--- config.mk ---
export PLATFORM = sky130hd
export DESIGN_NAME = utf8_codepoint_decoder
export DESIGN_NICKNAME = d
export VERILOG_FILES = /design/src/hw/rtl/utf8d_pkg.sv /design/src/hw/rtl/utf8d_decode.sv /design/src/hw/rtl/utf8_codepoint_decoder.sv
export SDC_FILE = /design/constraint.sdc
export NUM_CORES = 1
export LEC_CHECK = 0
export BUFFER_PORTS_ARGS = -buffer_cell sky130_fd_sc_hd__buf_2
export CORE_ASPECT_RATIO = 1.4
export CORE_MARGIN = 2
export CORE_UTILIZATION = 55
export DETAILED_ROUTE_END_ITERATION = 6
export PLACE_DENSITY = 0.74
export REMOVE_ABC_BUFFERS = 1
export SYNTH_ARGS = -nofsm -noshare
export SYNTH_HDL_FRONTEND = slang
export SYNTH_SLANG_ARGS = --single-unit
export TNS_END_PERCENT = 10
--- constraint.sdc ---
create_clock -name clk -period 7.6 [get_ports clk]
set_clock_uncertainty 0.05 [all_clocks]
set_input_delay 0.76 -clock clk [delete_from_list [all_inputs] [get_ports clk]]
set_output_delay 0.76 -clock clk [all_outputs]
set_load 0.05 [all_outputs]
--- src/hw/rtl/utf8d_pkg.sv ---
// Types and constants of the UTF-8 code point decoder.
// No dependencies; used by utf8d_decode and the top level.
package utf8d_pkg;

  localparam int CP_W = 21;
  localparam logic [CP_W-1:0] REPLACEMENT_CP = 21'h00FFFD;

  // Result queue: four entries, a transaction pushes at most two.
  localparam int QUEUE_DEPTH = 4;
  localparam int PTR_W       = 2;
  localparam int CNT_W       = 3;

  typedef struct packed {
    logic [CP_W-1:0] code_point;
    logic            replaced;
    logic            last_of_item;
    logic            text_done;
  } result_t;

  typedef struct packed {
    logic [1:0]      count;     // results caused by this byte, 0..2
    result_t         res0;
    result_t         res1;
    logic [CP_W-1:0] accum;     // next payload accumulator
    logic [1:0]      expected;  // next continuation count
  } decode_t;

endpackage

--- src/hw/rtl/utf8d_decode.sv ---
// Combinational decode of one byte against the pending sequence state.
// Depends on utf8d_pkg.
module utf8d_decode (
  input  logic [utf8d_pkg::CP_W-1:0] accum,
  input  logic [1:0]                 expected,
  input  logic [7:0]                 byte_in,
  input  logic                       end_of_text,
  output utf8d_pkg::decode_t         dec
);

  typedef struct packed {
    logic                       emit;
    logic                       replaced;
    logic [utf8d_pkg::CP_W-1:0] code_point;
    logic [utf8d_pkg::CP_W-1:0] accum;
    logic [1:0]                 expected;
  } lead_t;

  function automatic lead_t lead_decode(input logic [7:0] b);
    lead_t l;
    l = '0;
    if (b[7] == 1'b0) begin
      l.emit       = 1'b1;
      l.code_point = {13'd0, b};
    end else if (b[7:5] == 3'b110) begin
      l.accum    = {16'd0, b[4:0]};
      l.expected = 2'd1;
    end else if (b[7:4] == 4'b1110) begin
      l.accum    = {17'd0, b[3:0]};
      l.expected = 2'd2;
    end else if (b[7:3] == 5'b11110) begin
      l.accum    = {18'd0, b[2:0]};
      l.expected = 2'd3;
    end else begin
      // stray continuation or 0xF8..0xFF
      l.emit       = 1'b1;
      l.replaced   = 1'b1;
      l.code_point = utf8d_pkg::REPLACEMENT_CP;
    end
    return l;
  endfunction

  lead_t                       lead;
  utf8d_pkg::result_t          r [2];
  logic [1:0]                  n;
  logic [utf8d_pkg::CP_W-1:0]  acc;
  logic [utf8d_pkg::CP_W-1:0]  shifted;
  logic [1:0]                  exp_cnt;
  logic                        last_idx;

  assign shifted = {accum[utf8d_pkg::CP_W-7:0], byte_in[5:0]};

  always_comb begin
    lead    = lead_decode(byte_in);
    r[0]    = '0;
    r[1]    = '0;
    n       = 2'd0;
    acc     = accum;
    exp_cnt = expected;

    if (expected != 2'd0 && byte_in[7:6] == 2'b10) begin
      acc     = shifted;
      exp_cnt = expected - 2'd1;
      if (exp_cnt == 2'd0) begin
        r[0].code_point = shifted;
        n               = 2'd1;
        acc             = '0;
      end
    end else begin
      // no sequence pending, or a broken one: replace if one was pending, then decode the same byte as a lead
      if (expected != 2'd0) begin
        r[0].code_point = utf8d_pkg::REPLACEMENT_CP;
        r[0].replaced   = 1'b1;
        n               = 2'd1;
      end
      acc     = lead.accum;
      exp_cnt = lead.expected;
      if (lead.emit) begin
        r[n[0]].code_point = lead.code_point;
        r[n[0]].replaced   = lead.replaced;
        n                  = n + 2'd1;
      end
    end

    if (end_of_text) begin
      // truncated sequence at end of string
      if (exp_cnt != 2'd0) begin
        r[n[0]].code_point = utf8d_pkg::REPLACEMENT_CP;
        r[n[0]].replaced   = 1'b1;
        n                  = n + 2'd1;
      end
      acc     = '0;
      exp_cnt = 2'd0;
    end

    last_idx = (n == 2'd2);
    if (n != 2'd0) begin
      r[last_idx].last_of_item = 1'b1;
      r[last_idx].text_done    = end_of_text;
    end

    dec.count    = n;
    dec.res0     = r[0];
    dec.res1     = r[1];
    dec.accum    = acc;
    dec.expected = exp_cnt;
  end

endmodule

--- src/hw/rtl/utf8_codepoint_decoder.sv ---
// UTF-8 code point decoder, top level: state registers and result queue.
// Depends on utf8d_pkg and utf8d_decode.
//
//   channel   dir  tdata                  tuser                      tlast
//   s_*       in   [7:0] byte_in          -                          end_of_text
//   m_*       out  [20:0] code_point      [0] replaced,              text_done
//                  [23:21] zero           [1] last_of_item
//
// One byte is accepted per cycle while s_tready is high. Decode is a single pass
// of combinational logic from s_tdata and the sequence state into a 4-entry
// result queue, which registers each result when its byte is accepted and offers
// it on m_*. A byte causing two results holds the output for both, so
// the sustained rate is one byte per cycle while bytes give at most one result.
// s_tready depends only on the queue fill count (room for two results).
// rst (synchronous) clears the sequence state and empties the queue.
module utf8_codepoint_decoder (
  input  logic        clk,
  input  logic        rst,
  input  logic        s_tvalid,
  output logic        s_tready,
  input  logic [7:0]  s_tdata,   // [7:0] byte_in
  input  logic        s_tlast,   // end_of_text
  output logic        m_tvalid,
  input  logic        m_tready,
  output logic [23:0] m_tdata,   // [20:0] code_point, [23:21] zero
  output logic [1:0]  m_tuser,   // [0] replaced, [1] last_of_item
  output logic        m_tlast    // text_done
);

  // sequence state
  logic [utf8d_pkg::CP_W-1:0]  accum;
  logic [1:0]                  expected;

  // result queue
  utf8d_pkg::result_t          queue [utf8d_pkg::QUEUE_DEPTH];
  logic [utf8d_pkg::PTR_W-1:0] wr_ptr;
  logic [utf8d_pkg::PTR_W-1:0] rd_ptr;
  logic [utf8d_pkg::CNT_W-1:0] count;
  logic [utf8d_pkg::CNT_W-1:0] count_next;

  utf8d_pkg::decode_t          dec;
  utf8d_pkg::result_t          head;
  logic                        accept;
  logic                        pop;
  logic [1:0]                  push;

  utf8d_decode u_decode (
    .accum       (accum),
    .expected    (expected),
    .byte_in     (s_tdata),
    .end_of_text (s_tlast),
    .dec         (dec)
  );

  // Room for the worst case of two results per transaction.
  assign s_tready = (count < utf8d_pkg::CNT_W'(utf8d_pkg::QUEUE_DEPTH - 1));
  assign accept   = s_tvalid && s_tready;
  assign pop      = m_tvalid && m_tready;
  assign push     = accept ? dec.count : 2'd0;

  assign count_next = count + utf8d_pkg::CNT_W'(push) - utf8d_pkg::CNT_W'(pop);

  always_ff @(posedge clk) begin
    if (rst) begin
      accum    <= '0;
      expected <= '0;
      wr_ptr   <= '0;
      rd_ptr   <= '0;
      count    <= '0;
    end else begin
      if (accept) begin
        accum    <= dec.accum;
        expected <= dec.expected;
      end
      wr_ptr <= wr_ptr + utf8d_pkg::PTR_W'(push);
      if (pop) begin
        rd_ptr <= rd_ptr + utf8d_pkg::PTR_W'(1);
      end
      count <= count_next;
    end
  end

  // Queue payload, no reset needed.
  always_ff @(posedge clk) begin
    if (push != 2'd0) begin
      queue[wr_ptr] <= dec.res0;
    end
    if (push == 2'd2) begin
      queue[wr_ptr + utf8d_pkg::PTR_W'(1)] <= dec.res1;
    end
  end

  assign head     = queue[rd_ptr];
  assign m_tvalid = (count != '0);
  assign m_tdata  = {3'b000, head.code_point};
  assign m_tuser  = {head.last_of_item, head.replaced};
  assign m_tlast  = head.text_done;

endmodule

Word level (Yosys, flattened, before mapping):

Memories as Yosys holds them, arrays and structs flattened. A register that Yosys moved wholly into a read port is not among the register bits.
Cells that the tools add are included.

* output and inout bits: 29
* bits in read-only memories: 0
* latch bits: 0
* RAM bits: 96
* bits in registers: 24
* memories: 1

* divide/modulo/power cells: 0
* bitwise gates (word level): 3
* eq/ne operators: 6
* reductions and logical operators: 12
* multipliers: 0
* order comparisons: 7
* shift operators: 0
* $add $sub $neg: 8
* mux-type cells: 56

Memories
* queue: depth 4, bits a word 24, rd ports 1, clocked after Yosys merged registers in 1, wr ports 2, line utf8_codepoint_decoder.sv:35 `utf8d_pkg::result_t queue [utf8d_pkg::QUEUE_DEPTH];`

Operator list (number)
* $bwmux 48: 6
* $mux 48: 4
* $demux 24 s1: 6
* $mux 23: 3
* $mux 21: 3
* $mux 17: 3
* $mux 24: 2
* $mux 15: 3
* $mux 27: 1
* $mux 2: 11
* $mux 22: 1
* $mux 1: 9
* $add 2x1->2 const B: 4
* $reduce_bool 2->1: 4
* $eq 2x2->1 const B: 3
* $ge 2x2->1 const B: 3
* $logic_and 1x1->1: 6
* $lt 2x1->1 const B: 3
* $mux 3: 2
* $mux 6: 1
* $not 1->2: 3
* $eq 5x5->1 const B: 1
* $mux 5: 1
* $eq 4x4->1 const B: 1
* other kinds (8): 8

Logic depth before layout (Yosys ltp):

* depth after elaboration: 19
* gate-level depth with buffers: 16
* mapped depth without buffers: 15

Cells and area by module:

Synthesis repeated with hierarchy kept, for this count alone.

* cells, all modules: 568
* area, all modules: 7070.5 um^2

Modules (own cells, without submodules)
* utf8_codepoint_decoder: area an instance 6122.1 um^2, times used 1, seq. area each 3523.4 um^2, cells each 408
* utf8d_decode: area an instance 948.4 um^2, times used 1, seq. area each 0.0 um^2, cells each 160

Worst setup path before layout:

No wires, ideal clock.

* path kind: in2reg
* from: input port s_tdata[7]
* to: memory queue[1][0] in the netlist's numbering, enable pin
* stages on the path: 8
* data arrival time: 3.914 ns
* library setup time: 0.435 ns
* path buffers: 2
* slack: 3.201 ns
* data required time: 7.115 ns
* cells stage by stage: buf_4 > clkbuf_1 > nand3_1 > ha_1 > nand3b_1 > mux2i_2 > a21oi_1 > nor3_1

RTL lines
* start, declared: line utf8_codepoint_decoder.sv:21 `input logic [7:0] s_tdata,`
* end, declared: line utf8_codepoint_decoder.sv:35

Worst setup path in the final report:

* from: register expected[0]
* to: register count[2] in the netlist's numbering

* longest elaborated chain between the ends: 12
* elaborated cells between the ends (all ways): 18

RTL lines
* start, declared: line utf8_codepoint_decoder.sv:32 `logic [1:0] expected;`
* start signal, assigned: line utf8_codepoint_decoder.sv:73 `expected <= dec.expected;`
* $reduce_bool 2->1: line utf8d_decode.sv:61, utf8d_decode.sv:71
* $mux 1: line utf8d_decode.sv:71 `if (expected != 2'd0) begin`
* $mux 2: line utf8d_decode.sv:61 `if (expected != 2'd0 && byte_in[7:6] == 2'b10) begin`
* $add 2x1->2: line utf8d_decode.sv:81 `n = n + 2'd1;`
* $mux 2: line utf8d_decode.sv:78 `if (lead.emit) begin`
* $mux 2: line utf8d_decode.sv:61
* $add 2x1->2: line utf8d_decode.sv:90 `n = n + 2'd1;`
* $mux 2: line utf8d_decode.sv:87 `if (exp_cnt != 2'd0) begin`
* $mux 2 *: line utf8d_decode.sv:85 `if (end_of_text) begin`
* $mux 2 *: line utf8_codepoint_decoder.sv:59 `assign push = accept ? dec.count : 2'd0;`
* $add 3x2->3 *: line utf8_codepoint_decoder.sv:61 `assign count_next = count + utf8d_pkg::CNT_W'(push) - utf8d_pkg::CNT_W'(pop);`
* $sub 3x1->3 *: line utf8_codepoint_decoder.sv:61
* end signal, assigned: line utf8_codepoint_decoder.sv:79 `count <= count_next;`
* end, declared: line utf8_codepoint_decoder.sv:38 `logic [utf8d_pkg::CNT_W-1:0] count;`

Every way passes the cells marked *; elsewhere a longest branch is shown, timed or not. The select of a mux whose other input is x is not followed.
A chain may end at the register's enable or synchronous reset.

==> summary.md <==
| Metric | Value |
|---|---|
| Grt ovf | `0` |
| Worst Path Required | `about 7.8 ns` |
| WL met3 | `roughly 1000 um` |
| DRT Pass-1 Iters | `5` |
| CP arrival | `approximately 3.8 ns` |
| Logic gate share of total power | `0.289` |
| Placed Cells | `~640` |
| Number of global-route vias before repair | `roughly 4.3k` |
| FF/Latch Area | `~3400 um2` |
| Leak | `between 2 and 3 nW` |
| Diodes inserted | `0` |
| Cts repair resizes | `0` |
| Total track usage | `0.253` |
| Initial Utilization | `0.567` |
| Crit-path leading delay family | `adder cells` |
| WL/cell | `between 20 and 25 um` |
| Peak VDD IR | `0.000226 V` |
| Outcome | `finished clean` |
| # DRC | `0` |
| Clock Latency Late Sink | `0.41 ns` |
| Total power per unit cell area | `about 340 nW/um2` |
| Fraction of registers with async set/reset | `0` |
| Nets | `about 540` |
| Number of synthesized flops with an enable pin | `96` |
| Syn Inst Count | `around 500` |
| Total CTS buffers | `17` |
| Initial antenna violation count | `0` |
| Root buf cell | `clkbuf_16` |
| IO Pins | `42` |
| Max cap viols | `0` |
| Post-layout util | `0.646` |
| H-tree depth | `4` |
| Max layer used | `met4` |
| Clock power share | `0.351` |
| CTS sink cnt | `around 120` |
| RSZ-0062 raised after global routing | `no` |
| Worst setup EP type | `flip-flop` |
| TNS Setup | `0 ns` |
| Critical Path Fanout Max | `14` |
| Final WL | `14,300 um` |
| Cell variety after synth | `between 60 and 70` |
| DR vias | `4,229` |
| Post-route ant nets | `0` |
| Reg clk slew, reported paths | `~0.050 ns` |
| Leading cell type in the layout, fill and taps excluded | `edfxtp_1` |
| Buffer and inverter count on the worst path | `3` |
| Pwr Total | `2.41 mW` |
| Critical path launch point type | `flip-flop` |
| Final instance count without filler cells | `671` |
| Seq pwr share | `0.361` |
| Tightest Pin Transition | `1.30 ns` |
| Post-synth top flop | `edfxtp_1` |
| Area Overhead vs Synth | `14.0%` |
| Num rows | `45` |
| Ys Warns | `0` |
| Sw frac | `0.343` |
| Mean post-synth cell area | `about 13 um2` |
| Fill count | `831` |
| Synthesized flop and latch total | `between 100 and 150` |
| Pint | `1.58 mW` |
| Largest net degree at the start of global routing | `28` |
| First DRT Iteration DRCs | `roughly 380` |
| Die Width | `~94 um` |
| Hold buffer count at cts | `0` |
| Final setup viols | `0` |
| I/O Buffers | `38` |
| Switching power | `about 830 uW` |
| Postcts setup bufs | `0` |
| Area of the multi-input gates | `between 2000 and 3000 um2` |
| RePlAce Congestion | `~0.93` |
| Critical Path Max Stage Delay | `0.62 ns` |
| First-pass GRT wire length | `between 20,000 and 25,000 um` |
| Min Tclk post-route | `3.61 ns` |
| Die Span Y | `approximately 130 um` |
| Register area share after synthesis | `0.550` |
| Fmax | `~280 MHz` |
| Tcrit/Tclk final | `0.474` |
| Die area | `~12,000 um2` |
| Most frequent cells in the layout | `edfxtp_1, nor2_1, o21ai_1` |
| Min-delay worst type | `flip-flop to flip-flop` |
| Final Hold Fails | `0` |
| Max transition margin | `0.125` |
| Critical path class | `flip-flop to flip-flop` |
| Met2 wire length | `approximately 7600 um` |
| Critical path cell sequence | `inv_1 -> ha_1 -> or3b_1 -> a21oi_4 -> xor2_1 -> nand2_1 -> ha_1 -> inv_1 -> ha_1 -> inv_1 -> fa_1 -> xnor2_1 -> xnor2_1 -> nor2_1` |
| Max-slew violations | `0` |
| Post-Synthesis Cell Area | `6190 um2` |
| Share of layout cells above drive strength 1 | `0.253` |
| Core area | `between 10,000 and 15,000 um2` |
| CTS tree | `done` |
| CP max-delay cell | `or3b_1` |
| Vias per inst | `about 6.3` |
| Metal-1 WL | `~5300 um` |
| CTS Buffer Depth | `2` |
| Detailed-placement wirelength estimate | `about 8800 um` |
-- final cells by class --
class | instances | area share
clock buffer | 17 | 0.0603
clock inverter | 15 | 0.0280
inverter | 10 | 0.00532
multi-input combinational | 321 | 0.365
sequential | 122 | 0.482
tap | 141 | 0.0250
timing repair buffer | 45 | 0.0344
-- worst paths after layout --
kind / cells past startpoint / slack (ns) / start / endpoint
worst max-delay path: 14 / 3.99 / expected[0] / count[2]
worst min-delay path: 2 / 0.44 / expected[1] / expected[1]
worst min register to register: 2 / 0.44 / expected[1] / expected[1]
worst max register to register: 14 / 3.99 / expected[0] / count[2]
-- Yosys cell counts, types with 9 or more instances --
master    instances  share of area
edfxtp_1         96           0.47
nor2_1           48          0.029
o21ai_1          43          0.035
nand2_1          29          0.018
dfxtp_1          26          0.084
mux2i_1          24          0.039
mux4_2           24          0.087
a21oi_1          18          0.015
clkbuf_1         16         0.0097
nand3_1          12         0.0097
buf_2            11         0.0089
a22oi_1          10          0.012
inv_1            10         0.0061
a22oi_4           9          0.031
o21ai_0           9         0.0073
-- power groups by stage --
stage	Clock [mW]	Sequential [mW]	Combinational, mW
4_1_cts	0.849	0.873	0.700
6_report	0.846	0.870	0.696
2_1_floorplan	0	0.872	0.542
3_3_place_gp	0	0.882	0.690
5_1_grt	0.880	0.883	0.739
3_5_place_dp	0	0.885	0.697
-- state kept, by name, indices dropped and copies added, names as in the netlist, named ones only --
signal    count
queue        96
accum        15
count         3
expected      2
wr_ptr        2
rd_ptr        2
-- stage by stage --
step / setup slack [ns] / cell area [um2] / hold WS (ns)
6_report: 3.99 / 7060 / 0.438
3_5_place_dp: 3.80 / 6440 / 0.433
5_1_grt: 3.66 / 7060 / 0.486
4_1_cts: 3.96 / 7060 / 0.447
2_1_floorplan: 3.16 / 5990 / 0.389
3_3_place_gp: 3.88 / 6440 / 0.422
-- worst min-delay path: stages (launching register included) --
cell and delay, ns:
dfxtp_1 0.32, a21oi_1 0.06, nor2_1 0.07
-- routing by layer --
| metal | up-vias | global-route usage |
|---|---|---|
| met2 | 204 | 0.431 |
| met3 | 36 | 0.0564 |
| met4 | 0 | 0.106 |
| li1 | 1904 | - |
| met5 | - | 0 |
| met1 | 2085 | 0.312 |
-- kinds of logic after synthesis --
| family | after synthesis | synth area share |
|---|---|---|
| compound gates | 117 | 0.142 |
| simple gates | 136 | 0.110 |
| xor+xnor | 6 | 0.00849 |
| fa+ha+maj | 8 | 0.0174 |
| other cells | 1 | 0.000606 |
| mux | 51 | 0.133 |
| flops | 122 | 0.550 |
| buf+inv | 48 | 0.0394 |
Power figures use the tool's default switching activity.
